## src/rtl/core/chip8_instruction_core_unit_macros.svh

```systemverilog
// Assertion macros for the instruction core.
`ifndef CHIP8_INSTRUCTION_CORE_UNIT_MACROS_SVH
`define CHIP8_INSTRUCTION_CORE_UNIT_MACROS_SVH
`ifndef SYNTHESIS
`define C8_ASSERT_IMP(label, clk, rst_n, a, c) \
	label: assert property (@(posedge clk) disable iff (!rst_n) (a) |-> (c)) \
	else $error("assertion failed");
`define C8_ASSERT_NXT(label, clk, rst_n, a, c) \
	label: assert property (@(posedge clk) disable iff (!rst_n) (a) |=> (c)) \
	else $error("assertion failed");
`else
`define C8_ASSERT_IMP(label, clk, rst_n, a, c)
`define C8_ASSERT_NXT(label, clk, rst_n, a, c)
`endif
`endif

```

## src/rtl/core/c8core_pkg.sv

```systemverilog
`default_nettype none
// ----------------------------------------------------------------------------
// c8core_pkg
// Shared types and constants of the CHIP-8 instruction core.
// ----------------------------------------------------------------------------
package c8core_pkg;
	localparam int MemBytes   = 4096;
	localparam int StackDepth = 16;
	localparam logic [11:0] PcReset    = 12'h200;
	localparam logic [11:0] ScreenBase = 12'hF00;

	typedef enum logic [1:0] {
		OP_WRITE = 2'd0, OP_EXEC = 2'd1, OP_READ = 2'd2, OP_VREAD = 2'd3
	} op_t;

	typedef enum logic [2:0] {
		ST_OK = 3'd0, ST_INVALID = 3'd1, ST_KEY = 3'd2,
		ST_OVERFLOW = 3'd3, ST_UNDERFLOW = 3'd4
	} status_t;

	typedef struct packed {
		logic [1:0]  op;
		logic [11:0] address;
		logic [7:0]  write_data;
		logic [7:0]  random_byte;
	} in_item_t;

	typedef struct packed {
		logic [7:0]  read_data;
		logic [11:0] program_counter;
		logic [2:0]  status;
	} out_item_t;

	// Memory port request from the sequencer to the memory module.
	typedef struct packed {
		logic        rd_en;
		logic        wr_en;
		logic [11:0] addr;
		logic [7:0]  wdata;
	} mem_req_t;
endpackage
`default_nettype wire

```

## src/rtl/core/c8core_seq.sv

```systemverilog
`default_nettype none
// ----------------------------------------------------------------------------
// c8core_seq
// Sequencer: clearing pass, fetch, execute, screen clear, draw and block memory walks.
// ----------------------------------------------------------------------------
`include "chip8_instruction_core_unit_macros.svh"
module c8core_seq #(
	parameter int STACK_DEPTH = 16
) (
	input  wire logic                 clk,
	input  wire logic                 arst_n,
	input  wire logic                 in_valid,
	output logic                      in_ready,
	input  wire c8core_pkg::in_item_t in_data,
	output logic                      out_valid,
	input  wire logic                 out_ready,
	output c8core_pkg::out_item_t     out_data,
	output c8core_pkg::mem_req_t      req,
	input  wire logic [7:0]           rdata
);
	import c8core_pkg::*;
	localparam int SW = $clog2(STACK_DEPTH);
	localparam int CW = $clog2(STACK_DEPTH + 1);

	typedef enum logic [11:0] {
		S_CLEAR = 12'b000000000001, S_IDLE  = 12'b000000000010,
		S_RDW   = 12'b000000000100, S_F1    = 12'b000000001000,
		S_F2    = 12'b000000010000, S_EXEC  = 12'b000000100000,
		S_SCLR  = 12'b000001000000, S_BLK   = 12'b000010000000,
		S_DRAWR = 12'b000100000000, S_DRAWP = 12'b001000000000,
		S_DRAWW = 12'b010000000000, S_DONE  = 12'b100000000000
	} state_t;

	state_t      state_q;
	in_item_t    item_q;
	logic [11:0] pc_q, i_q;
	logic [7:0]  v_q [16];
	logic [11:0] stk_q [STACK_DEPTH];
	logic [11:0] ret_q;
	logic [CW-1:0] sp_q;
	logic [7:0]  dt_q, st_q;
	logic [15:0] opc_q;
	logic [12:0] cnt_q;
	logic [7:0]  bits_q, cur_q;
	logic [3:0]  col_q;
	logic        hit_q;
	logic [11:0] pa_q;
	logic [7:0]  mask_q;
	out_item_t   out_q;
	logic        out_valid_q;

	logic [3:0] x, y, n;
	logic [7:0] kk, vx, vy;
	logic [11:0] nnn, next_pc, skip_pc;
	assign x = opc_q[11:8];
	assign y = opc_q[7:4];
	assign n = opc_q[3:0];
	assign kk = opc_q[7:0];
	assign nnn = opc_q[11:0];
	assign vx = v_q[x];
	assign vy = v_q[y];
	assign next_pc = pc_q + 12'd2;
	assign skip_pc = pc_q + 12'd4;

	// Decimal digits of Vx by reciprocal multiplication (exact for 8 bits).
	logic [15:0] div100_p, div10_p;
	logic [7:0]  bcd_h, bcd_t, bcd_o;
	assign div100_p = 16'(vx) * 16'd41;
	assign div10_p  = 16'(vx) * 16'd205;
	assign bcd_h = {4'd0, div100_p[15:12]};
	assign bcd_t = {3'd0, div10_p[15:11]} - bcd_h * 8'd10;
	assign bcd_o = vx - {3'd0, div10_p[15:11]} * 8'd10;

	// Pixel address for the current sprite row and column.
	logic [4:0] py;
	logic [5:0] px;
	assign py = 5'(vy + 8'(cnt_q[3:0]));
	assign px = 6'(vx + 8'(col_q));

	assign in_ready = (state_q == S_IDLE) && !out_valid_q;
	assign out_valid = out_valid_q;
	assign out_data = out_q;

	always_comb begin
		req = '0;
		case (state_q)
			S_CLEAR: begin
				req.wr_en = 1'b1; req.addr = cnt_q[11:0]; req.wdata = '0;
			end
			S_IDLE: begin
				if (in_valid && in_ready) begin
					case (op_t'(in_data.op))
						OP_WRITE: begin
							req.wr_en = 1'b1; req.addr = in_data.address;
							req.wdata = in_data.write_data;
						end
						OP_READ: begin req.rd_en = 1'b1; req.addr = in_data.address; end
						OP_EXEC: begin req.rd_en = 1'b1; req.addr = pc_q; end
						default: ;
					endcase
				end
			end
			S_F1: begin req.rd_en = 1'b1; req.addr = pc_q + 12'd1; end
			S_SCLR: begin
				req.wr_en = 1'b1; req.addr = ScreenBase + 12'(cnt_q[7:0]);
			end
			S_BLK: begin
				req.addr = i_q + 12'(cnt_q[3:0]);
				if (kk == 8'h33) begin
					req.wr_en = 1'b1;
					case (cnt_q[1:0])
						2'd0: req.wdata = bcd_h;
						2'd1: req.wdata = bcd_t;
						default: req.wdata = bcd_o;
					endcase
				end else if (kk == 8'h55) begin
					req.wr_en = 1'b1; req.wdata = v_q[cnt_q[3:0]];
				end else req.rd_en = 1'b1;
			end
			S_DRAWR: begin
				req.rd_en = 1'b1;
				if (cnt_q[12]) req.addr = pa_q;
				else req.addr = i_q + 12'(cnt_q[3:0]);
			end
			S_DRAWW: begin
				req.wr_en = 1'b1; req.addr = pa_q; req.wdata = rdata ^ mask_q;
			end
			default: ;
		endcase
	end

	always_ff @(posedge clk or negedge arst_n) begin
		if (!arst_n) begin
			state_q <= S_CLEAR;
			cnt_q <= '0;
			pc_q <= PcReset;
			i_q <= '0;
			sp_q <= '0;
			dt_q <= '0;
			st_q <= '0;
			out_valid_q <= 1'b0;
			for (int k = 0; k < 16; k++) v_q[k] <= '0;
		end else begin
			if (out_valid_q && out_ready) out_valid_q <= 1'b0;
			case (state_q)
				S_CLEAR: begin
					cnt_q <= cnt_q + 13'd1;
					if (cnt_q == 13'(MemBytes - 1)) state_q <= S_IDLE;
				end
				S_IDLE: begin
					if (in_valid && in_ready) begin
						item_q <= in_data;
						case (op_t'(in_data.op))
							OP_WRITE: begin
								out_q <= '{8'd0, pc_q, ST_OK}; out_valid_q <= 1'b1;
							end
							OP_VREAD: begin
								out_q <= '{v_q[in_data.address[3:0]], pc_q, ST_OK};
								out_valid_q <= 1'b1;
							end
							OP_READ: state_q <= S_RDW;
							default: state_q <= S_F1;
						endcase
					end
				end
				S_RDW: begin
					out_q <= '{rdata, pc_q, ST_OK}; out_valid_q <= 1'b1;
					state_q <= S_IDLE;
				end
				S_F1: begin opc_q[15:8] <= rdata; state_q <= S_F2; end
				S_F2: begin
					opc_q[7:0] <= rdata;
					// Top of stack is read in S_F2 so the return in S_EXEC has it registered.
					ret_q <= stk_q[SW'(sp_q - 1'b1)];
					state_q <= S_EXEC;
				end
				S_EXEC: begin
					state_q <= S_DONE;
					out_q <= '{8'd0, next_pc, ST_OK};
					cnt_q <= '0;
					case (opc_q[15:12])
						4'h0: begin
							if (nnn == 12'h0E0) state_q <= S_SCLR;
							else if (nnn == 12'h0EE) begin
								if (sp_q == '0) out_q <= '{8'd0, pc_q, ST_UNDERFLOW};
								else begin
									sp_q <= sp_q - 1'b1;
									out_q.program_counter <= ret_q;
								end
							end else out_q <= '{8'd0, pc_q, ST_INVALID};
						end
						4'h1: out_q.program_counter <= nnn;
						4'h2: begin
							if (sp_q == CW'(STACK_DEPTH))
								out_q <= '{8'd0, pc_q, ST_OVERFLOW};
							else begin
								stk_q[SW'(sp_q)] <= next_pc;
								sp_q <= sp_q + 1'b1;
								out_q.program_counter <= nnn;
							end
						end
						4'h3: if (vx == kk) out_q.program_counter <= skip_pc;
						4'h4: if (vx != kk) out_q.program_counter <= skip_pc;
						4'h5: if (vx == vy) out_q.program_counter <= skip_pc;
						4'h6: v_q[x] <= kk;
						4'h7: v_q[x] <= vx + kk;
						4'h8: begin
							case (n)
								4'h0: v_q[x] <= vy;
								4'h1: v_q[x] <= vx | vy;
								4'h2: v_q[x] <= vx & vy;
								4'h3: v_q[x] <= vx ^ vy;
								4'h4: begin
									v_q[15] <= {7'd0, 9'(vx) + 9'(vy) > 9'hFF};
									v_q[x] <= vx + vy;
								end
								4'h5: begin v_q[15] <= {7'd0, vx > vy}; v_q[x] <= vx - vy; end
								4'h6: begin v_q[15] <= {7'd0, vx[0]}; v_q[x] <= vx >> 1; end
								4'h7: begin v_q[15] <= {7'd0, vy > vx}; v_q[x] <= vy - vx; end
								4'hE: begin v_q[15] <= {7'd0, vx[7]}; v_q[x] <= vx << 1; end
								default: out_q <= '{8'd0, pc_q, ST_INVALID};
							endcase
						end
						4'h9: if (vx != vy) out_q.program_counter <= skip_pc;
						4'hA: i_q <= nnn;
						4'hB: out_q.program_counter <= nnn + 12'(v_q[0]);
						4'hC: v_q[x] <= item_q.random_byte & kk;
						4'hD: begin
							hit_q <= 1'b0;
							if (n == 4'd0) v_q[15] <= '0;
							else state_q <= S_DRAWR;
						end
						4'hE: begin
							if (kk == 8'h9E || kk == 8'hA1) out_q.status <= ST_KEY;
							else out_q <= '{8'd0, pc_q, ST_INVALID};
						end
						default: begin
							case (kk)
								8'h07: v_q[x] <= dt_q;
								8'h0A: out_q.status <= ST_KEY;
								8'h15: dt_q <= vx;
								8'h18: st_q <= vx;
								8'h1E: i_q <= i_q + 12'(vx);
								8'h29: i_q <= 12'(vx) * 12'd5;
								8'h33, 8'h55, 8'h65: state_q <= S_BLK;
								default: out_q <= '{8'd0, pc_q, ST_INVALID};
							endcase
						end
					endcase
				end
				S_SCLR: begin
					cnt_q <= cnt_q + 13'd1;
					if (cnt_q[7:0] == 8'hFF) state_q <= S_DONE;
				end
				S_BLK: begin
					// Read data is registered in the memory; cnt_q[12] marks that rdata holds
					// the entry one below the current index.
					if (kk == 8'h65) begin
						if (cnt_q[12]) v_q[cnt_q[3:0] - 4'd1] <= rdata;
						if (cnt_q[12] && (cnt_q[3:0] - 4'd1) == x) state_q <= S_DONE;
						else cnt_q <= {1'b1, cnt_q[11:0] + 12'd1};
					end else if (kk == 8'h33 ? cnt_q[1:0] == 2'd2 : cnt_q[3:0] == x)
						state_q <= S_DONE;
					else cnt_q <= cnt_q + 13'd1;
				end
				S_DRAWR: begin
					if (cnt_q[12]) state_q <= S_DRAWW;
					else begin state_q <= S_DRAWP; col_q <= '0; end
				end
				S_DRAWP: begin
					if (col_q == 4'd0) bits_q <= rdata;
					if (col_q == 4'd8) begin
						col_q <= '0;
						if (cnt_q[3:0] + 4'd1 == n) begin
							v_q[15] <= {7'd0, hit_q}; state_q <= S_DONE;
						end else begin
							cnt_q <= cnt_q + 13'd1; state_q <= S_DRAWR;
						end
					end else if ((col_q == 4'd0 ? rdata[7] : bits_q[3'd7 - col_q[2:0]])) begin
						pa_q <= ScreenBase + {4'd0, py, px[5:3]};
						mask_q <= 8'h80 >> px[2:0];
						cnt_q[12] <= 1'b1;
						state_q <= S_DRAWR;
					end else col_q <= col_q + 4'd1;
				end
				S_DRAWW: begin
					if ((rdata & mask_q) != 8'd0) hit_q <= 1'b1;
					cnt_q[12] <= 1'b0;
					col_q <= col_q + 4'd1;
					state_q <= S_DRAWP;
				end
				S_DONE: begin
					pc_q <= out_q.program_counter;
					out_valid_q <= 1'b1;
					state_q <= S_IDLE;
				end
				default: state_q <= S_IDLE;
			endcase
		end
	end

	`C8_ASSERT_IMP(a_stack_bound, clk, arst_n, 1'b1, sp_q <= CW'(STACK_DEPTH))
	`C8_ASSERT_IMP(a_no_accept_busy, clk, arst_n, state_q != S_IDLE, !in_ready)
	`C8_ASSERT_NXT(a_done_out, clk, arst_n, state_q == S_DONE, out_valid_q)
	`C8_ASSERT_IMP(a_one_access, clk, arst_n, 1'b1, !(req.rd_en && req.wr_en))
endmodule
`default_nettype wire

```

## config.mk

```make
export PLATFORM = sky130hd
export DESIGN_NAME = c8core_seq
export DESIGN_NICKNAME = d
export VERILOG_FILES = /design/src/rtl/core/c8core_pkg.sv /design/src/rtl/core/c8core_seq.sv
export VERILOG_INCLUDE_DIRS = /design/src /design/src/rtl/core
export SDC_FILE = /design/constraint.sdc
export NUM_CORES = 2
export LEC_CHECK = 0
export BUFFER_PORTS_ARGS = -buffer_cell sky130_fd_sc_hd__buf_4
export CAP_MARGIN = 20
export CORE_MARGIN = 4
export CORE_UTILIZATION = 45
export DETAILED_ROUTE_END_ITERATION = 6
export PLACE_DENSITY = 0.66
export REMOVE_ABC_BUFFERS = 1
export SLEW_MARGIN = 20
export SYNTH_ARGS = -nofsm -noshare
export SYNTH_HDL_FRONTEND = slang
export SYNTH_SLANG_ARGS = --single-unit
```

## constraint.sdc

```tcl
create_clock -name clk -period 8.4 [get_ports clk]
set_input_delay 0.42 -clock clk [delete_from_list [all_inputs] [get_ports clk]]
set_output_delay 0.42 -clock clk [all_outputs]
set_load 0.02 [all_outputs]
```

; Word level (Yosys, flattened, before mapping)
; Memory sizes are Yosys's and may differ from the RTL's. A register that Yosys moved wholly into a read port is not among the register bits.
; Cells that the tools add are included.
[word_totals]
regBits = 271
ramBits = 192
in_bits = 42
out_inout_bits = 47
elab_cells = 376
memories = 1
[memory_table]
columns = name, words, width, rd, rd_clocked_by_memory_dff, write_ports, line
row1 = stk_q, 16, 12, 1, 1, 1, c8core_seq.sv:38  ; logic [11:0] stk_q [STACK_DEPTH];
[classes]
add_sub_neg = 25
n_mul = 5
order_cmp = 11
eq_ne = 93
shifts = 1
mux = 130
bitwise = 14
reduce_logical = 61
[ops]
columns = cell, n
row1 = 128-bit bitwise mux, 14
row2 = 128-bit case mux with 9 select lines, 1
row3 = 120-bit case mux with 5 select lines, 1
row4 = 128-bit 2-to-1 mux, 3
row5 = 12-bit 2-to-1 mux, 22
row6 = 120-bit case mux with 2 select lines, 1
row7 = 12-bit case mux with 11 select lines, 1
row8 = 8-bit binary-select mux with 4-bit select, 4
row9 = 8-bit 2-to-1 mux, 16
row10 = 12-bit case mux with 10 select lines, 1
row11 = 12-bit case mux with 2 select lines, 4
row12 = 12-bit case mux with 7 select lines, 1
row13 = 23-bit case mux with 3 select lines, 1
row14 = 8-bit demux with 4-bit select, 2
row15 = 13-bit 2-to-1 mux, 4
row16 = 12-bit case mux with 4 select lines, 1
row17 = 8-bit case mux with 3 select lines, 2
row18 = 8-bit case mux with 6 select lines, 1
row19 = 23-bit 2-to-1 mux, 2
row20 = 23-bit case mux with 2 select lines, 1
row21 = 12-bit by 8-bit == test with 1-bit output (second input constant), 3
row22 = 4-bit == test (second input constant), 9
row23 = 12-bit case mux with 3 select lines, 1
row24 = 4-bit by 3-bit == test with 1-bit output (second input constant), 8
row25 = 113 further kinds, 236

; Longest topological paths before layout
[logic_depth]
depth_word = 10
ltp_mapped = 36
ltp_nobuf = 32

; Worst setup path after synthesis
; Ideal clock, no wire load.
[synth_timing]
path_kind = register to output
startpoint = register opc_q[8]
endpoint = output req[7] in the netlist's numbering
arrival_time_ns = 7.404
required_ns = 7.980
path_slack_ns = 0.576
path_stages_with_launch = 36
cell_sequence = edfxtp_1 -> buf_6 -> buf_8 -> buf_6 -> buf_6 -> mux4_2 -> mux2i_1 -> nor2_1 -> a21oi_2 -> inv_1 -> ha_1 -> ha_1 -> fa_1 -> inv_1 -> fa_1 -> inv_1 -> ha_1 -> a21o_1 -> a21oi_1 -> o211ai_1 -> a31oi_1 -> nor2b_1 -> nor2_1 -> xnor2_1 -> ha_1 -> ha_1 -> inv_1 -> fa_1 -> ha_1 -> a21o_1 -> a21oi_1 -> xnor2_1 -> xnor2_1 -> a21oi_1 -> a211oi_1 -> a221o_1
[synth_lines]
columns = item, line
row1 = from (decl), c8core_seq.sv:42  ; logic [15:0] opc_q;
row2 = from (signal assigned), c8core_seq.sv:170  ; S_F1: begin opc_q[15:8] <= rdata; state_q <= S_F2; end
row3 = to (decl), c8core_seq.sv:18  ; output c8core_pkg::mem_req_t req,

==> summary.txt <==
outcome - complete, but fails checks
failing checks - design-rule violations, negative setup slack
final std cells w/o fill - 5896
Area contributors post-synth - edfxtp_1, mux4_2, dfrtp_1
TritonRoute pass-1 iters - 7
most common cell in the netlist - o21ai_0
FF+latch count, synth - 471
vias in the first global route - 41200
CTS Buf Count - 54
share of post-route cells with drive strength above 1 - 16.7%
Ys Warns - 0
Synth Area per Inst - 8.86 um^2
die height - 311 um
Setup CP Type - reg2out
H-tree levels - 2
crit path max fanout - 5
final period utilization - 103%
max-slew violations - 0
Final setup viols - 3
drt via density - 7.66
max_slew headroom - 12.1%
Root Buffer - clkbuf_16
# IOs - 89
maximum vdd drop - 0.252 mV
Mapped Cells - 4658
GRT Overall Usage - 45.7%
antenna-violating nets left - 0
Setup Skew - 0.0458 ns
Final min period - 8.63 ns
Starting Density - 45.6%
Hold Path Class - in2reg
Hold Path Depth - 3
RSZ-0062 raised after global routing - true
area leader, netlist - edfxtp_1
Synth cell types - 105
Post-synth EDFFs - 280
CP max-delay cell - mux4_2
first-pass GRT wire length - 317000 um
CP Launch Type - flop
Via Count - 45200
pin count of the biggest net entering global routing - 72
CTS tree - built
fill cell count - 8380
list of most frequent post-synthesis cells - o21ai_0, nand2_1, a21oi_1
DRT iter0 DRCs - 8904
worst reg-to-reg path cell count - 19
MaxCap Viol Count - 0
DR DRC count - 40
GRT overflow - 0
post-route cell area - 46300 um^2
fmax - 0.116 GHz
HPWL after DPL - 155000 um
routed wire length - 228000 um
setup ws final - -0.230 ns
Top FF cell, synth - edfxtp_1
Sink Count - 471
clk buf depth - 3
Slew @ Worst Pin - 1.32 ns
Total Negative Setup Slacks - -0.458 ns
met2 Usage GRT - 60.4%
gr busiest metal - met2
Cell Rows - 110
WP data required - 7.98 ns
Leakage - 16.6 nW
grt met1 use - 55.4%
Power Dens Cells - 167 nW/um^2
Placed Area - 43800 um^2
post-synthesis sequential area ratio - 31.9%
Area Growth Syn to Fin - 12.2%
post-DR wirelength/cell - 38.7 um
Netlist Area Pre-Place - 41300 um^2
Data arrival, critical path - 8.21 ns
Layout Nets - 4902
crit end category - primary output
Die W - 311 um
Fin. Hold Viols - 0
Core Area - 90600 um^2
area of the die - 96700 um^2
DP Cell Count - 5732
share of the synthesized area in the top cell type - 20.4%
# port buffers - 88
Clock transition at path regs - 0.07 ns
post-synthesis async set-or-reset flop share - 40.6%
slowest stage delay, CP - 0.70 ns
Clk Latency, worst-skew pair - 0.71 ns
initial antenna violation count - 20
Post-Place Setup Slack - 0.102 ns
met3 usage - 25.6%
Routability Congestion - 1.15
metal layers:
metal  vias to the layer above  wire, um
li1                      17700         -
met1                     21600     78700
met2                      4490     87400
met3                      1358     40000
met4                         6     21800
met5                         -        87
registers in the layout (all words and copies together) (netlist names), 12 cells and up:
register  count
opc_q        16
i_q          12
stk_q       192
out_data     23
v_q         128
state_q      12
ret_q        12
pc_q         12
cnt_q        13
final timing paths:
check / start / slack, ns / endpoint
setup reg to reg: opc_q[8] / 1.17 / out_data[4]
hold reg to reg: sp_q[4] / 0.49 / sp_q[4]
hold / removal: in_data[29] / 0.07 / state_q[3]
min in group asynchronous: arst_n / 0.29 / v_q[79]
max in group asynchronous: arst_n / 6.49 / v_q[0]
setup / recovery: opc_q[8] / -0.23 / req[7]
layout by cell type (no fill, tap or decap), drive strengths merged, types with 20 or more instances in the layout:
cell     instances
a2111oi         24
a211oi          43
a21o            33
a21oi          452
a221o           20
a221oi          36
a22oi           46
a31oi          100
and2            40
and3            39
buf            319
clkbuf          73
dfrtp          189
diode           27
edfxtp         280
fa              28
ha             184
inv            112
mux2            24
mux4           219
nand2          485
nand2b          43
nand3          117
nand4           33
nor2           422
nor2b           38
nor3           112
nor4            31
o2111ai         23
o211ai          40
o21a            28
o21ai          519
o221ai          32
o22ai           72
o31ai           21
or2             20
or3             20
xnor2           77
xor2            47
through the flow:
stage | power, W | util (%) | hold slack, ns
3_3_place_gp | 0.00489 | 48.3 | 0.449
4_1_cts | 0.00748 | 50.9 | 0.0547
3_5_place_dp | 0.00489 | 48.3 | 0.441
5_1_grt | 0.00797 | 51.1 | 0.107
6_report | 0.00775 | 51.2 | 0.0701
2_1_floorplan | 0.00401 | - | 0.124
power breakdown:
part | leakage [nW] | switching (W) | internal, W | total (W)
sequential | 4.53 | 0.000129 | 0.00252 | 0.00265
combinational | 11.2 | 0.00158 | 0.000983 | 0.00257
clock | 0.877 | 0.00112 | 0.00141 | 0.00253
total | 16.6 | 0.00284 | 0.00491 | 0.00775
logic make-up after synthesis:
kind of cell,share of synthesized area (%)
and+or+nand+nor,16.4
buffers and inverters,4.84
muxes,13.1
DFF,31.9
adders and majority gates,6.93
xor gates and xnor gates,2.65
AOI/OAI and AO/OA,24.2
what timing repair did:
action / 4_1_cts / 5_1_grt
gates cloned: 2 / 0
pin swaps: 22 / 4
setup endpoints to repair: 3 / 3
setup buffers: 18 / 3
hold endpoints to repair: 75 / 0
resized for setup: 39 / 10
hold buffers: 10 / 0
area by class of cell:
type                       instances  area, um^2  share of cell area, %
clock buffer                      73        1450                   3.13
antenna                           27        67.6                  0.146
multi-input combinational       3679       26600                   57.4
timing repair buffer             330        2750                   5.93
tap                             1176        1470                   3.18
inverter                         112         423                  0.913
clock inverter                    28         370                  0.799
sequential                       471       13200                   28.5
critical path, delay by kind of cell, from the launching register on:
family | cells | cell delay, ns
mux | 2 | 1.21
simple gates | 2 | 0.20
compound gates | 9 | 1.55
xor+xnor | 4 | 0.57
buf+inv | 6 | 0.60
flops | 1 | 0.38
fa+ha+maj | 9 | 3.01
No activity file was read; power rests on OpenSTA's default activity.
